==> src/rtl/assert_macros.svh <==
// Assertion macros for the RTL; tpg_datapath includes them.
`ifndef ASSERT_MACROS_SVH
`define ASSERT_MACROS_SVH

// Checked on every rising clock edge and held off while reset is high.
`define TPG_ASSERT(lbl, prop, msg) \
  lbl: assert property (@(posedge clk) disable iff (rst) (prop)) else $error(msg);

// Checked on every rising clock edge, reset included.
`define TPG_ASSERT_ALWAYS(lbl, prop, msg) \
  lbl: assert property (@(posedge clk) (prop)) else $error(msg);

`endif

==> src/rtl/tpg_pkg.sv <==
`timescale 1ns / 1ps
// ----------------------------------------------------------------------------
// tpg_pkg
// Types and constants shared by the triangle particle generator modules.
// ----------------------------------------------------------------------------
package tpg_pkg;

  localparam int COORD_W       = 32;
  localparam int VOL_W         = 32;
  localparam int NUM_W         = 41;
  localparam int DEN_W         = 7;
  localparam int DIV_CNT_W     = 6;
  localparam int CNT_W         = 7;
  localparam int CFG_IDX_W     = 8;
  localparam int CFG_DATA_W    = 8;
  localparam int MAX_DIVISIONS = 8;

  localparam logic [1:0] MODE_CENTROID = 2'd0;
  localparam logic [1:0] MODE_GAUSS    = 2'd1;
  localparam logic [1:0] MODE_SPLIT    = 2'd2;
  localparam logic [1:0] MODE_UNUSED   = 2'd3;

  localparam logic [CFG_IDX_W-1:0] REG_PLACEMENT_MODE = 8'd0;
  localparam logic [CFG_IDX_W-1:0] REG_DIVISION_COUNT = 8'd1;

  typedef enum logic [2:0] {
    ST_IDLE,
    ST_VOL_START,
    ST_VOL_WAIT,
    ST_PT_PREP,
    ST_PT_START,
    ST_PT_WAIT,
    ST_EMIT
  } state_t;

  typedef struct packed {
    logic load;
    logic vol_start;
    logic vol_take;
    logic pt_prep;
    logic pt_start;
    logic pt_take;
  } dp_cmd_t;

  typedef struct packed {
    logic div_done;
    logic out_last;
  } dp_status_t;

endpackage

==> src/rtl/tpg_divider.sv <==
`timescale 1ns / 1ps
// ----------------------------------------------------------------------------
// tpg_divider
// Restoring divider, one quotient bit per cycle, floor rounding of a signed
// numerator by a small positive divisor. Gives the low 32 quotient bits.
// ----------------------------------------------------------------------------
module tpg_divider (
  input  logic                            clk,
  input  logic                            rst,
  input  logic                            start,
  input  logic signed [tpg_pkg::NUM_W-1:0] num,
  input  logic [tpg_pkg::DEN_W-1:0]       den,
  output logic                            busy,
  output logic                            done,
  output logic [tpg_pkg::COORD_W-1:0]     quot
);

  logic [tpg_pkg::NUM_W-1:0]     mag;
  logic [tpg_pkg::DEN_W-1:0]     rem;
  logic [tpg_pkg::DEN_W-1:0]     divisor;
  logic                          neg;
  logic [tpg_pkg::DIV_CNT_W-1:0] count;
  logic [tpg_pkg::DEN_W:0]       trial;
  logic [tpg_pkg::DEN_W:0]       diff;
  logic                          fits;
  logic [tpg_pkg::COORD_W-1:0]   q_low;

  assign trial = {rem, mag[tpg_pkg::NUM_W-1]};
  assign fits  = trial >= {1'b0, divisor};
  assign diff  = trial - {1'b0, divisor};

  always_ff @(posedge clk) begin
    if (rst) begin
      busy  <= 1'b0;
      done  <= 1'b0;
      count <= '0;
    end else begin
      done <= 1'b0;
      if (start) begin
        busy  <= 1'b1;
        count <= tpg_pkg::DIV_CNT_W'(tpg_pkg::NUM_W);
      end else if (busy) begin
        count <= count - 1'b1;
        if (count == tpg_pkg::DIV_CNT_W'(1)) begin
          busy <= 1'b0;
          done <= 1'b1;
        end
      end
    end
  end

  always_ff @(posedge clk) begin
    if (start) begin
      mag     <= num[tpg_pkg::NUM_W-1] ? -num : num;
      neg     <= num[tpg_pkg::NUM_W-1];
      rem     <= '0;
      divisor <= den;
    end else if (busy) begin
      rem <= fits ? diff[tpg_pkg::DEN_W-1:0] : trial[tpg_pkg::DEN_W-1:0];
      mag <= {mag[tpg_pkg::NUM_W-2:0], fits};
    end
  end

  // A negative numerator with a remainder rounds one further down: -q-1 = ~q.
  assign q_low = mag[tpg_pkg::COORD_W-1:0];
  always_comb begin
    if (!neg) begin
      quot = q_low;
    end else if (rem != '0) begin
      quot = ~q_low;
    end else begin
      quot = -q_low;
    end
  end

endmodule

==> src/rtl/tpg_datapath.sv <==
`timescale 1ns / 1ps
// ----------------------------------------------------------------------------
// tpg_datapath
// Configuration registers, triangle latch, point sequencing, numerator
// formation, two dividers (the x divider also divides the volume) and the output register.
// ----------------------------------------------------------------------------
`include "assert_macros.svh"
module tpg_datapath (
  input  logic                                clk,
  input  logic                                rst,
  input  logic                                cfg_write,
  input  logic [tpg_pkg::CFG_IDX_W-1:0]       cfg_index,
  input  logic [tpg_pkg::CFG_DATA_W-1:0]      cfg_data,
  input  logic [7*tpg_pkg::COORD_W-1:0]       in_data,
  input  tpg_pkg::dp_cmd_t                    cmd,
  output tpg_pkg::dp_status_t                 status,
  output logic [3*tpg_pkg::COORD_W-1:0]       out_data,
  output logic                                out_last
);

  localparam int NW = tpg_pkg::NUM_W;
  localparam int CW = tpg_pkg::COORD_W;

  logic [1:0] placement_mode;
  logic [3:0] division_count;
  logic [1:0] mode;
  logic [3:0] n;
  logic [3:0] n_sat;
  logic signed [CW-1:0] ax, ay, bx, by, cx, cy;
  logic [tpg_pkg::VOL_W-1:0] vol;
  logic [tpg_pkg::VOL_W-1:0] vol_share;
  logic [tpg_pkg::CNT_W-1:0] cnt;
  logic [2:0] row;
  logic [2:0] col;
  logic       second;
  logic signed [NW-1:0] x_num;
  logic signed [NW-1:0] y_num;
  logic [CW-1:0] px, py, pvol;
  logic          plast;

  logic [tpg_pkg::CNT_W-1:0] total;
  logic                      last;
  logic [tpg_pkg::DEN_W-1:0] vol_den;
  logic [tpg_pkg::DEN_W-1:0] coord_den;
  logic [tpg_pkg::DEN_W-1:0] nn;
  logic signed [NW-1:0] sum_x, sum_y, sel_x, sel_y, dx21, dy21, dx32, dy32;
  logic [4:0] rw, cw;
  logic signed [NW-1:0] x_num_next, y_num_next;
  logic          xd_start;
  logic signed [NW-1:0] xd_num;
  logic [tpg_pkg::DEN_W-1:0] xd_den;
  logic          x_busy, x_done, y_busy, y_done;
  logic [CW-1:0] x_quot, y_quot;

  always_ff @(posedge clk) begin
    if (rst) begin
      placement_mode <= tpg_pkg::MODE_CENTROID;
      division_count <= 4'd1;
    end else if (cfg_write) begin
      if (cfg_index == tpg_pkg::REG_PLACEMENT_MODE) begin
        placement_mode <= cfg_data[1:0];
      end else if (cfg_index == tpg_pkg::REG_DIVISION_COUNT) begin
        division_count <= cfg_data[3:0];
      end
    end
  end

  always_comb begin
    if (division_count == 4'd0) begin
      n_sat = 4'd1;
    end else if (division_count > 4'(tpg_pkg::MAX_DIVISIONS)) begin
      n_sat = 4'(tpg_pkg::MAX_DIVISIONS);
    end else begin
      n_sat = division_count;
    end
  end

  assign nn = tpg_pkg::DEN_W'(n) * tpg_pkg::DEN_W'(n);

  always_comb begin
    case (mode)
      tpg_pkg::MODE_GAUSS: begin
        total     = tpg_pkg::CNT_W'(3);
        vol_den   = tpg_pkg::DEN_W'(3);
        coord_den = tpg_pkg::DEN_W'(6);
      end
      tpg_pkg::MODE_SPLIT: begin
        total     = nn;
        vol_den   = nn;
        coord_den = tpg_pkg::DEN_W'(3) * tpg_pkg::DEN_W'(n);
      end
      default: begin
        total     = tpg_pkg::CNT_W'(1);
        vol_den   = tpg_pkg::DEN_W'(1);
        coord_den = tpg_pkg::DEN_W'(3);
      end
    endcase
  end

  assign last = (cnt + 1'b1) == total;

  // Numerators for the current point.
  assign sum_x = NW'(ax) + NW'(bx) + NW'(cx);
  assign sum_y = NW'(ay) + NW'(by) + NW'(cy);
  always_comb begin
    case (cnt[1:0])
      2'd0:    begin sel_x = NW'(ax); sel_y = NW'(ay); end
      2'd1:    begin sel_x = NW'(bx); sel_y = NW'(by); end
      default: begin sel_x = NW'(cx); sel_y = NW'(cy); end
    endcase
  end
  assign dx21 = NW'(bx) - NW'(ax);
  assign dy21 = NW'(by) - NW'(ay);
  assign dx32 = NW'(cx) - NW'(bx);
  assign dy32 = NW'(cy) - NW'(by);
  assign rw = 5'(3) * 5'(row) + (second ? 5'd1 : 5'd2);
  assign cw = 5'(3) * 5'(col) + (second ? 5'd2 : 5'd1);

  always_comb begin
    case (mode)
      tpg_pkg::MODE_GAUSS: begin
        x_num_next = sum_x + 3 * sel_x;
        y_num_next = sum_y + 3 * sel_y;
      end
      tpg_pkg::MODE_SPLIT: begin
        x_num_next = NW'(signed'({1'b0, rw})) * dx21 + NW'(signed'({1'b0, cw})) * dx32;
        y_num_next = NW'(signed'({1'b0, rw})) * dy21 + NW'(signed'({1'b0, cw})) * dy32;
      end
      default: begin
        x_num_next = sum_x;
        y_num_next = sum_y;
      end
    endcase
  end

  always_ff @(posedge clk) begin
    if (cmd.load) begin
      ax   <= in_data[0*CW +: CW];
      ay   <= in_data[1*CW +: CW];
      bx   <= in_data[2*CW +: CW];
      by   <= in_data[3*CW +: CW];
      cx   <= in_data[4*CW +: CW];
      cy   <= in_data[5*CW +: CW];
      vol  <= in_data[6*CW +: CW];
      mode <= (placement_mode == tpg_pkg::MODE_UNUSED) ? tpg_pkg::MODE_CENTROID
                                                       : placement_mode;
      n    <= n_sat;
    end
    if (cmd.vol_take) begin
      vol_share <= x_quot;
    end
    if (cmd.pt_prep) begin
      x_num <= x_num_next;
      y_num <= y_num_next;
    end
    if (cmd.pt_take) begin
      px    <= (mode == tpg_pkg::MODE_SPLIT) ? ax + x_quot : x_quot;
      py    <= (mode == tpg_pkg::MODE_SPLIT) ? ay + y_quot : y_quot;
      pvol  <= vol_share;
      plast <= last;
    end
  end

  // Point order in subdivision: a pair of points per column below the
  // diagonal, then the single diagonal point closes the row.
  always_ff @(posedge clk) begin
    if (rst) begin
      cnt    <= '0;
      row    <= '0;
      col    <= '0;
      second <= 1'b0;
    end else if (cmd.load) begin
      cnt    <= '0;
      row    <= '0;
      col    <= '0;
      second <= 1'b0;
    end else if (cmd.pt_take) begin
      cnt <= cnt + 1'b1;
      if (second) begin
        second <= 1'b0;
        col    <= col + 1'b1;
      end else if (col < row) begin
        second <= 1'b1;
      end else begin
        row <= row + 1'b1;
        col <= '0;
      end
    end
  end

  assign xd_start = cmd.vol_start | cmd.pt_start;
  assign xd_num   = cmd.vol_start ? NW'(vol) : x_num;
  assign xd_den   = cmd.vol_start ? vol_den : coord_den;

  tpg_divider u_x_div (
    .clk   (clk),
    .rst   (rst),
    .start (xd_start),
    .num   (xd_num),
    .den   (xd_den),
    .busy  (x_busy),
    .done  (x_done),
    .quot  (x_quot)
  );

  tpg_divider u_y_div (
    .clk   (clk),
    .rst   (rst),
    .start (cmd.pt_start),
    .num   (y_num),
    .den   (coord_den),
    .busy  (y_busy),
    .done  (y_done),
    .quot  (y_quot)
  );

  assign status.div_done = x_done;
  assign status.out_last = plast;
  assign out_data        = {pvol, py, px};
  assign out_last        = plast;

  `TPG_ASSERT(a_start_idle, xd_start |-> !x_busy && !y_busy, "divider started while busy")
  `TPG_ASSERT(a_pt_lockstep, cmd.pt_start |=> x_busy == y_busy, "dividers out of step")
  `TPG_ASSERT(a_take_fresh, (cmd.pt_take || cmd.vol_take) |-> x_done, "quotient taken early")
  `TPG_ASSERT(a_y_fresh, cmd.pt_take |-> y_done, "y quotient taken early")

endmodule

==> src/rtl/tpg_controller.sv <==
`timescale 1ns / 1ps
// ----------------------------------------------------------------------------
// tpg_controller
// Sequences one triangle: volume share, then one divide per particle, and
// holds each particle on the output until its beat is taken.
// ----------------------------------------------------------------------------
module tpg_controller (
  input  logic                clk,
  input  logic                rst,
  input  logic                in_valid,
  output logic                in_ready,
  output logic                out_valid,
  input  logic                out_ready,
  input  tpg_pkg::dp_status_t status,
  output tpg_pkg::dp_cmd_t    cmd
);

  tpg_pkg::state_t state;
  tpg_pkg::state_t state_next;

  always_ff @(posedge clk) begin
    if (rst) begin
      state <= tpg_pkg::ST_IDLE;
    end else begin
      state <= state_next;
    end
  end

  always_comb begin
    state_next = state;
    case (state)
      tpg_pkg::ST_IDLE:      if (in_valid) state_next = tpg_pkg::ST_VOL_START;
      tpg_pkg::ST_VOL_START: state_next = tpg_pkg::ST_VOL_WAIT;
      tpg_pkg::ST_VOL_WAIT:  if (status.div_done) state_next = tpg_pkg::ST_PT_PREP;
      tpg_pkg::ST_PT_PREP:   state_next = tpg_pkg::ST_PT_START;
      tpg_pkg::ST_PT_START:  state_next = tpg_pkg::ST_PT_WAIT;
      tpg_pkg::ST_PT_WAIT:   if (status.div_done) state_next = tpg_pkg::ST_EMIT;
      tpg_pkg::ST_EMIT: begin
        if (out_ready) begin
          state_next = status.out_last ? tpg_pkg::ST_IDLE : tpg_pkg::ST_PT_PREP;
        end
      end
      default:               state_next = tpg_pkg::ST_IDLE;
    endcase
  end

  always_comb begin
    cmd           = '0;
    in_ready      = 1'b0;
    out_valid     = 1'b0;
    case (state)
      tpg_pkg::ST_IDLE: begin
        in_ready = 1'b1;
        cmd.load = in_valid;
      end
      tpg_pkg::ST_VOL_START: cmd.vol_start = 1'b1;
      tpg_pkg::ST_VOL_WAIT:  cmd.vol_take  = status.div_done;
      tpg_pkg::ST_PT_PREP:   cmd.pt_prep   = 1'b1;
      tpg_pkg::ST_PT_START:  cmd.pt_start  = 1'b1;
      tpg_pkg::ST_PT_WAIT:   cmd.pt_take   = status.div_done;
      tpg_pkg::ST_EMIT:      out_valid     = 1'b1;
      default:               cmd           = '0;
    endcase
  end

endmodule

==> src/rtl/triangle_particle_generator.sv <==
`timescale 1ns / 1ps
// ----------------------------------------------------------------------------
// triangle_particle_generator
// Turns one triangle into centroid, Gauss-point or subdivision particles.
// ----------------------------------------------------------------------------
// One triangle is taken at a time. Its volume share is found first, then
// each particle is divided out and held on the output until it is taken,
// for P particles per triangle (P = 1, 3 or n*n up to 64). The dividers
// are 41-bit restoring dividers, which produce one quotient bit per cycle;
// x and y are divided side by side. Configuration is written through the
// cfg channel, which is always ready.
module triangle_particle_generator (
  input  logic         clk,
  input  logic         rst,
  input  logic         s_axis_tvalid,
  output logic         s_axis_tready,
  // vertex_a_x, vertex_a_y, vertex_b_x, vertex_b_y, vertex_c_x, vertex_c_y,
  // triangle_volume (32 bits each, from the lowest bit up)
  input  logic [223:0] s_axis_tdata,
  output logic         m_axis_tvalid,
  input  logic         m_axis_tready,
  // point_x, point_y, point_volume (32 bits each, from the lowest bit up)
  output logic [95:0]  m_axis_tdata,
  output logic         m_axis_tlast,
  input  logic         cfg_valid,
  output logic         cfg_ready,
  input  logic [tpg_pkg::CFG_IDX_W-1:0]  cfg_index,
  input  logic [tpg_pkg::CFG_DATA_W-1:0] cfg_data
);

  tpg_pkg::dp_cmd_t    cmd;
  tpg_pkg::dp_status_t status;

  assign cfg_ready = 1'b1;

  tpg_controller u_ctrl (
    .clk       (clk),
    .rst       (rst),
    .in_valid  (s_axis_tvalid),
    .in_ready  (s_axis_tready),
    .out_valid (m_axis_tvalid),
    .out_ready (m_axis_tready),
    .status    (status),
    .cmd       (cmd)
  );

  tpg_datapath u_dp (
    .clk       (clk),
    .rst       (rst),
    .cfg_write (cfg_valid),
    .cfg_index (cfg_index),
    .cfg_data  (cfg_data),
    .in_data   (s_axis_tdata),
    .cmd       (cmd),
    .status    (status),
    .out_data  (m_axis_tdata),
    .out_last  (m_axis_tlast)
  );

endmodule
==> config.mk <==
export PLATFORM = sky130hd
export DESIGN_NAME = triangle_particle_generator
export DESIGN_NICKNAME = d
export VERILOG_FILES = /design/src/rtl/tpg_pkg.sv /design/src/rtl/tpg_divider.sv /design/src/rtl/tpg_datapath.sv /design/src/rtl/tpg_controller.sv /design/src/rtl/triangle_particle_generator.sv
export VERILOG_INCLUDE_DIRS = /design/src /design/src/rtl
export SDC_FILE = /design/constraint.sdc
export NUM_CORES = 2
export LEC_CHECK = 0
export BUFFER_PORTS_ARGS = -buffer_cell sky130_fd_sc_hd__buf_4
export CAP_MARGIN = 20
export CORE_ASPECT_RATIO = 1.5
export CORE_UTILIZATION = 54
export DETAILED_ROUTE_END_ITERATION = 8
export GPL_TIMING_DRIVEN = 0
export HOLD_SLACK_MARGIN = 0.06
export PLACE_DENSITY = 0.72
export SYNTH_ARGS = -nofsm -noshare
export SYNTH_HDL_FRONTEND = slang
export SYNTH_SLANG_ARGS = --single-unit
==> constraint.sdc <==
create_clock -name clk -period 9.2 [get_ports clk]
set_input_delay 0.46 -clock clk [delete_from_list [all_inputs] [get_ports clk]]
set_output_delay 0.46 -clock clk [all_outputs]
set_load 0.03 [all_outputs]
# [Word-level counts from Yosys, hierarchy flattened]
# Cells that the tools add are included.
[totals] ff_bits=591 latch_bits=0 mem_bits_rw=0 rom_bits=0 in_bits=245 wordCells=178 n_memories=0
[op_classes] addsub=27 mul=10 n_div=0 order_cmp=4 eq_ne=19 n_shift=0 mux=54 bitwise_logic=7 reduce_logical=18
[ops] cell="$pmux 41 s2" n=4
[ops] cell="$mux 41" n=7
[ops] cell="$mux 32" n=6
[ops] cell="$add 41x41->41" n=4
[ops] cell="$mul 6x41->41" n=4
[ops] cell="$sub 32x32->33" n=4
[ops] cell="$mul 3x41->41 const A" n=2
[ops] cell="$neg 41->41" n=2
[ops] cell="$add 33x32->34" n=2
[ops] cell="$add 32x32->33" n=2
[ops] cell="$add 32x32->32" n=2
[ops] cell="$neg 32->32" n=2
[ops] cell="$not 32->32" n=2
[ops] cell="$mux 6" n=4
[ops] cell="$mux 7" n=3
[ops] cell="$pmux 3 s7" n=1
[ops] cell="$mux 3" n=6
[ops] cell="$mux 1" n=17
[ops] cell="$ge 8x7->1" n=2
[ops] cell="$pmux 7 s2" n=1
[ops] cell="$reduce_bool 7->1" n=2
[ops] cell="$sub 7x7->7" n=2
[ops] cell="$eq 6x1->1 const B" n=2
[ops] cell="$pmux 6 s2" n=1
[ops] cell="32 further kinds" n=55

# [Longest topological paths before layout]
[logic_depth] word_depth=6 depth_mapped=35 ltp_nobuf=34

# [By module]
# From an unflattened synthesis, not the netlist that was laid out.
[hier_totals] hier_cells=7481 area_unflattened_um2=70671.5
[modules_own_cells] mod="tpg_datapath" n_inst=1 cells_each=6412 area_each_um2=61053.6
[modules_own_cells] mod="tpg_divider (u_dp.u_y_div)" n_inst=1 cells_each=514 area_each_um2=4690.7
[modules_own_cells] mod="tpg_divider (u_dp.u_x_div)" n_inst=1 cells_each=523 area_each_um2=4677.0
[modules_own_cells] mod="tpg_controller" n_inst=1 cells_each=30 area_each_um2=239.0
[modules_own_cells] mod="triangle_particle_generator" n_inst=1 cells_each=2 area_each_um2=11.3

# [Least setup slack after synthesis]
# No wires, ideal clock.
[synth_timing] path_type="register -> register" start="reg u_dp.bx[0]" end="reg u_dp.x_num[37], data pin" arrival_ps=7648 setup_slack_ps=1298 stages_incl_launch_ff=32 n_path_buf=1 path_cell_list="edfxtp_1 inv_1 ha_1 inv_1 fa_1 a21o_1 a21oi_1 o21bai_1 a2111oi_0 o31ai_1 a31oi_1 o31ai_1 a2111oi_0 nor2_1 nand2_1 fa_1 inv_1 fa_1 fa_1 inv_1 fa_1 inv_1 ha_1 clkbuf_1 a21oi_1 o21ai_0 a2111oi_0 a21oi_1 a311oi_1 a211oi_1 xor2_1 a21o_1"
[synth_via] elab_chain_cells=4 elab_cells_between_ends=11
[synth_lines] item="start, declared" line="tpg_datapath.sv:29" rtl="logic signed [CW-1:0] ax, ay, bx, by, cx, cy;"
[synth_lines] item="start signal, assigned" line="tpg_datapath.sv:140" rtl="bx <= in_data[2*CW +: CW];"
[synth_lines] item="$sub 32x32->33, or another cell as far along" line="tpg_datapath.sv:112" rtl="assign dx21 = NW'(bx) - NW'(ax);"
[synth_lines] item="$mul 6x41->41, or another cell as far along" line="tpg_datapath.sv:126" rtl="x_num_next = NW'(signed'({1'b0, rw})) * dx21 + NW'(signed'({1'b0, cw})) * dx32;"
[synth_lines] item="$add 41x41->41 (on tied branches)" line="tpg_datapath.sv:126, tpg_datapath.sv:122"
[synth_lines] item="$pmux 41 s2 (*)" line="tpg_datapath.sv:120" rtl="case (mode)"
[synth_lines] item="via u_dp.x_num_next[37]" line="tpg_datapath.sv:48" rtl="logic signed [NW-1:0] x_num_next, y_num_next;"
[synth_lines] item="end signal, assigned" line="tpg_datapath.sv:153" rtl="x_num <= x_num_next;"
[synth_lines] item="end, declared" line="tpg_datapath.sv:36" rtl="logic signed [NW-1:0] x_num;"
# Mark *: on every way through the listed nets, which the timed path passes. The rest lies on a longest branch.
# A chain may end at the register's enable or synchronous reset.

# [Worst setup path after layout]
[layout_timing] start="reg u_dp.bx[0]" end="reg u_dp.x_num[36], data pin"
# Same word-level chain as after synthesis.

==> metrics.md <==
| Metric | Value |
|---|---|
| Run status | `completed` |
| Vias in the first global route | `61074` |
| Most frequent cell after synthesis | `inv_1` |
| Clock latency on the worst-skew pair | `0.72 ns` |
| Hold violation count in the final report | `0` |
| Max_slew headroom | `19.8%` |
| Worst reg-to-reg path cell count | `31` |
| Area of the multi-input gates | `0.0492 mm²` |
| FFs w/ async S/R, synth | `0%` |
| Area of the die | `0.132 mm²` |
| Final Util | `62.6%` |
| Starting Density | `54.6%` |
| Worst setup EP type | `register` |
| Number of CTS-inserted buffers | `60` |
| DRT iter0 DRCs | `4711` |
| HPWL after DPL | `205000 µm` |
| Via count | `59969` |
| Mapped Avg Cell Area | `9.24 µm²` |
| CP peak stage delay | `0.53 ns` |
| Post-route ant nets | `0` |
| Synth top cells by count | `inv_1 (958), nand2_1 (824), fa_1 (694)` |
| Synth area leader | `edfxtp_1` |
| Initial antenna violation count | `13` |
| Wire length per cell | `24.4 µm` |
| Pin count of the biggest net entering global routing | `70` |
| Die Span Y | `444 µm` |
| Synth Area in Adders | `31.9%` |
| Post-Synth Simple-Gate Area | `14.5%` |
| Max Freq | `111 MHz` |
| Worst min path class | `in -> reg` |
| Int Pwr | `0.0130 W` |
| Crit path DAT | `9.54 ns` |
| Setup Viol. Count Final | `0` |
| CTS tree | `done` |
| Synth-to-layout area growth | `14.7%` |
| Top cell family by delay on the critical path | `adder cells` |
| Area of the core | `0.129 mm²` |
| Placer Congestion | `1.02` |
| Final WL | `246000 µm` |
| Synth Area in XOR/XNOR | `6.56%` |
| Req. time, crit path | `9.75 ns` |
| Syn. warnings | `0` |
| Critical path depth | `31` |
| Final-stage net count | `9932` |
| Vias per cell | `5.95` |
| Die Width | `297 µm` |
| Clk root buf | `clkbuf_16` |
| Synth Instances | `7621` |
| Final worst path period share | `97.7%` |
| All-layer global routing usage | `37.2%` |
| Syn Std Cell Area | `0.0704 mm²` |
| Hold depth | `4` |
| Grt total ovfl | `0` |
| HP Start | `cfg_index[0]` |
| H-tree depth | `2` |
| P per Cell Area | `353 mW/mm²` |
| FILL cells | `11092` |
| Share of cells above drive strength 1 | `7.93%` |
| Syn nets | `9245` |
| Post-synth EDFFs | `538` |
| First-pass GRT wire length | `367000 µm` |
| Skew final | `0.0379 ns` |
| Yosys reg bits | `590` |
| Worst setup path class | `reg -> reg` |
| Prevailing post-synth register cell | `edfxtp_1` |
| Tightest Pin Transition | `1.20 ns` |
| Reg2Reg Setup Slack | `0.21 ns` |
| Post-route DRC violation count | `0` |
| Worst-path fanout max | `8` |
| Part of the Yosys area used for sequential elements | `24.4%` |
| Startpoint Class | `register` |
| Critical Path Slowest Stage Cell | `fa_1` |
| Clock power frac | `9.2%` |
| Clk sinks | `590` |
| Max-cap violations | `0` |
| Bufs on Longest Clock Path | `3` |
| Hold EP | `u_dp.placement_mode[1]` |
| Worst-path clk slew | `0.08 ns` |
| Leak pwr | `36.9 nW` |
| Finished Layout Cells | `10075` |
| R2R Path End | `u_dp.x_num[36]` |
| Worst r2r src | `u_dp.bx[0]` |
| Register area | `0.0172 mm²` |
| CP Buf/Inv Count | `5` |
| Setup TNS | `0 ns` |
| Synth Area in Compound Gates | `15.3%` |
| Switching power | `0.0155 W` |
| First-pass DRT Iterations | `8` |
| Area share of the largest cell type after synthesis | `22.9%` |
| Switching share of power | `54.3%` |
| Comb pwr share | `76.2%` |
| Synth top area cells | `edfxtp_1 (23%), fa_1 (20%), ha_1 (12%)` |
| CP dominant cell by count | `fa_1` |
| Rows | `161` |
| Mux cell area share after synthesis | `0.796%` |
| Dpl cells | `9697` |
| Largest family of logic cells by synthesized area | `adder cells` |
| Seq pwr share | `14.5%` |
| Number of I/O port buffers | `338` |
| IO Count | `345` |
| Synth cell types | `85` |
| Tmin final | `8.99 ns` |
| Peak supply drop | `0.545 mV` |
| Max Slew Vio Count | `0` |
[placed cells by master (no fill, tap or decap), types with 69 or more instances in the layout]
master,Yosys,final
fa_1,694,694
edfxtp_1,538,538
nor2_1,474,473
inv_1,958,957
a22oi_1,91,91
nand2b_1,72,71
xnor2_1,318,287
buf_4,1,376
clkbuf_1,231,227
a21oi_1,472,463
ha_1,685,683
nand3_1,106,106
o21a_1,70,69
nor3_1,109,109
nand2_1,824,824
o21ai_0,374,362
a21o_1,218,217
and2_1,236,235
dlygate4sd3_1,0,228
xor2_1,209,198
[flip-flops by register name, indices dropped and copies added (netlist names), 4 cells and up]
register              flops
u_dp.u_y_div.rem          7
u_dp.x_num               41
u_dp.by                  32
u_dp.u_x_div.count        6
u_dp.py                  32
u_dp.u_y_div.divisor      6
u_dp.bx                  32
u_dp.u_x_div.mag         41
u_dp.division_count       4
u_dp.cy                  32
u_dp.vol                 32
u_dp.ax                  32
u_dp.pvol                32
u_dp.cnt                  7
u_dp.u_y_div.mag         41
u_dp.vol_share           32
u_dp.u_y_div.count        6
u_dp.u_x_div.divisor      7
u_dp.n                    4
u_dp.u_x_div.rem          7
u_dp.px                  32
u_dp.cx                  32
u_dp.y_num               41
u_dp.ay                  32
[per-layer routing]
layer	part of all wire, %	vias to the layer above	GRT usage (%)	wire length [µm]
met4	7.3	8	23.5	18000
met1	38	29351	45.6	94200
met2	47	2533	61.7	115000
met5	0.020	-	0	50
li1	-	27427	-	-
met3	7.6	650	5.19	18600
[logic make-up (layout without fill, tap and decap cells)]
family,count (synthesis),in the layout
AOI/OAI and AO/OA,1689,1689
and+or+nand+nor,2168,2168
adders and majority gates,1379,1379
other,1,8
muxes,54,54
xor gates and xnor gates,527,527
DFF,590,590
buffers and inverters,1213,1949
[worst max path at each step]
stage               slack [ns]             end   startpoint
global route             -0.06  u_dp.y_num[34]   u_dp.by[1]
finish                    0.21  u_dp.x_num[36]   u_dp.bx[0]
detailed placement       -1.04  u_dp.x_num[36]  u_dp.second
CTS                      -0.03  u_dp.x_num[37]   u_dp.bx[0]
floorplan                 1.30  u_dp.x_num[37]   u_dp.bx[0]
global placement         -1.81  u_dp.x_num[36]   u_dp.ax[0]
[power groups by stage]
| stage | Combinational [W] | Clock (W) | Sequential [W] |
|---|---|---|---|
| floorplan | 0.0144 | 0 | 0.00396 |
| global placement | 0.0204 | 0 | 0.00424 |
| detailed placement | 0.0205 | 0 | 0.00417 |
| CTS | 0.0210 | 0.00265 | 0.00411 |
| global route | 0.0236 | 0.00275 | 0.00415 |
| finish | 0.0217 | 0.00263 | 0.00413 |
[per-stage QoR]
| step | worst slack, ns | area [µm²] | hold WS, ns | power, W |
|---|---|---|---|---|
| after floorplan | 1.30 | 70400 | 0.400 | 0.0184 |
| after global placement | -1.81 | 75100 | 0.402 | 0.0246 |
| after detailed placement | -1.04 | 75500 | 0.405 | 0.0247 |
| after CTS | -0.0332 | 80200 | 0.114 | 0.0277 |
| after global routing | -0.0634 | 80700 | 0.170 | 0.0305 |
| final | 0.214 | 80700 | 0.155 | 0.0285 |
[layout make-up]
cell class	instances	area share [%]
antenna	7	0.0217
buffer	250	1.18
inverter	960	4.47
multi-input combinational	5818	61.0
timing repair buffer	628	6.80
tap	1711	2.65
sequential	590	21.3
clock inverter	42	0.625
clock buffer	69	1.95
[repair_timing]
item,CTS,global route
pin swaps,2,10
setup buffers,11,22
hold buffers,228,0
setup endpoints to repair,37,34
resized for setup,50,72
hold endpoints to repair,229,0
[tightest hold or removal path, stage by stage]
cell and delay (ns):
buf_4 0.08, nor2_1 0.06, mux2i_1 0.12, nor2_1 0.08
(Power assumes the default switching activity.)
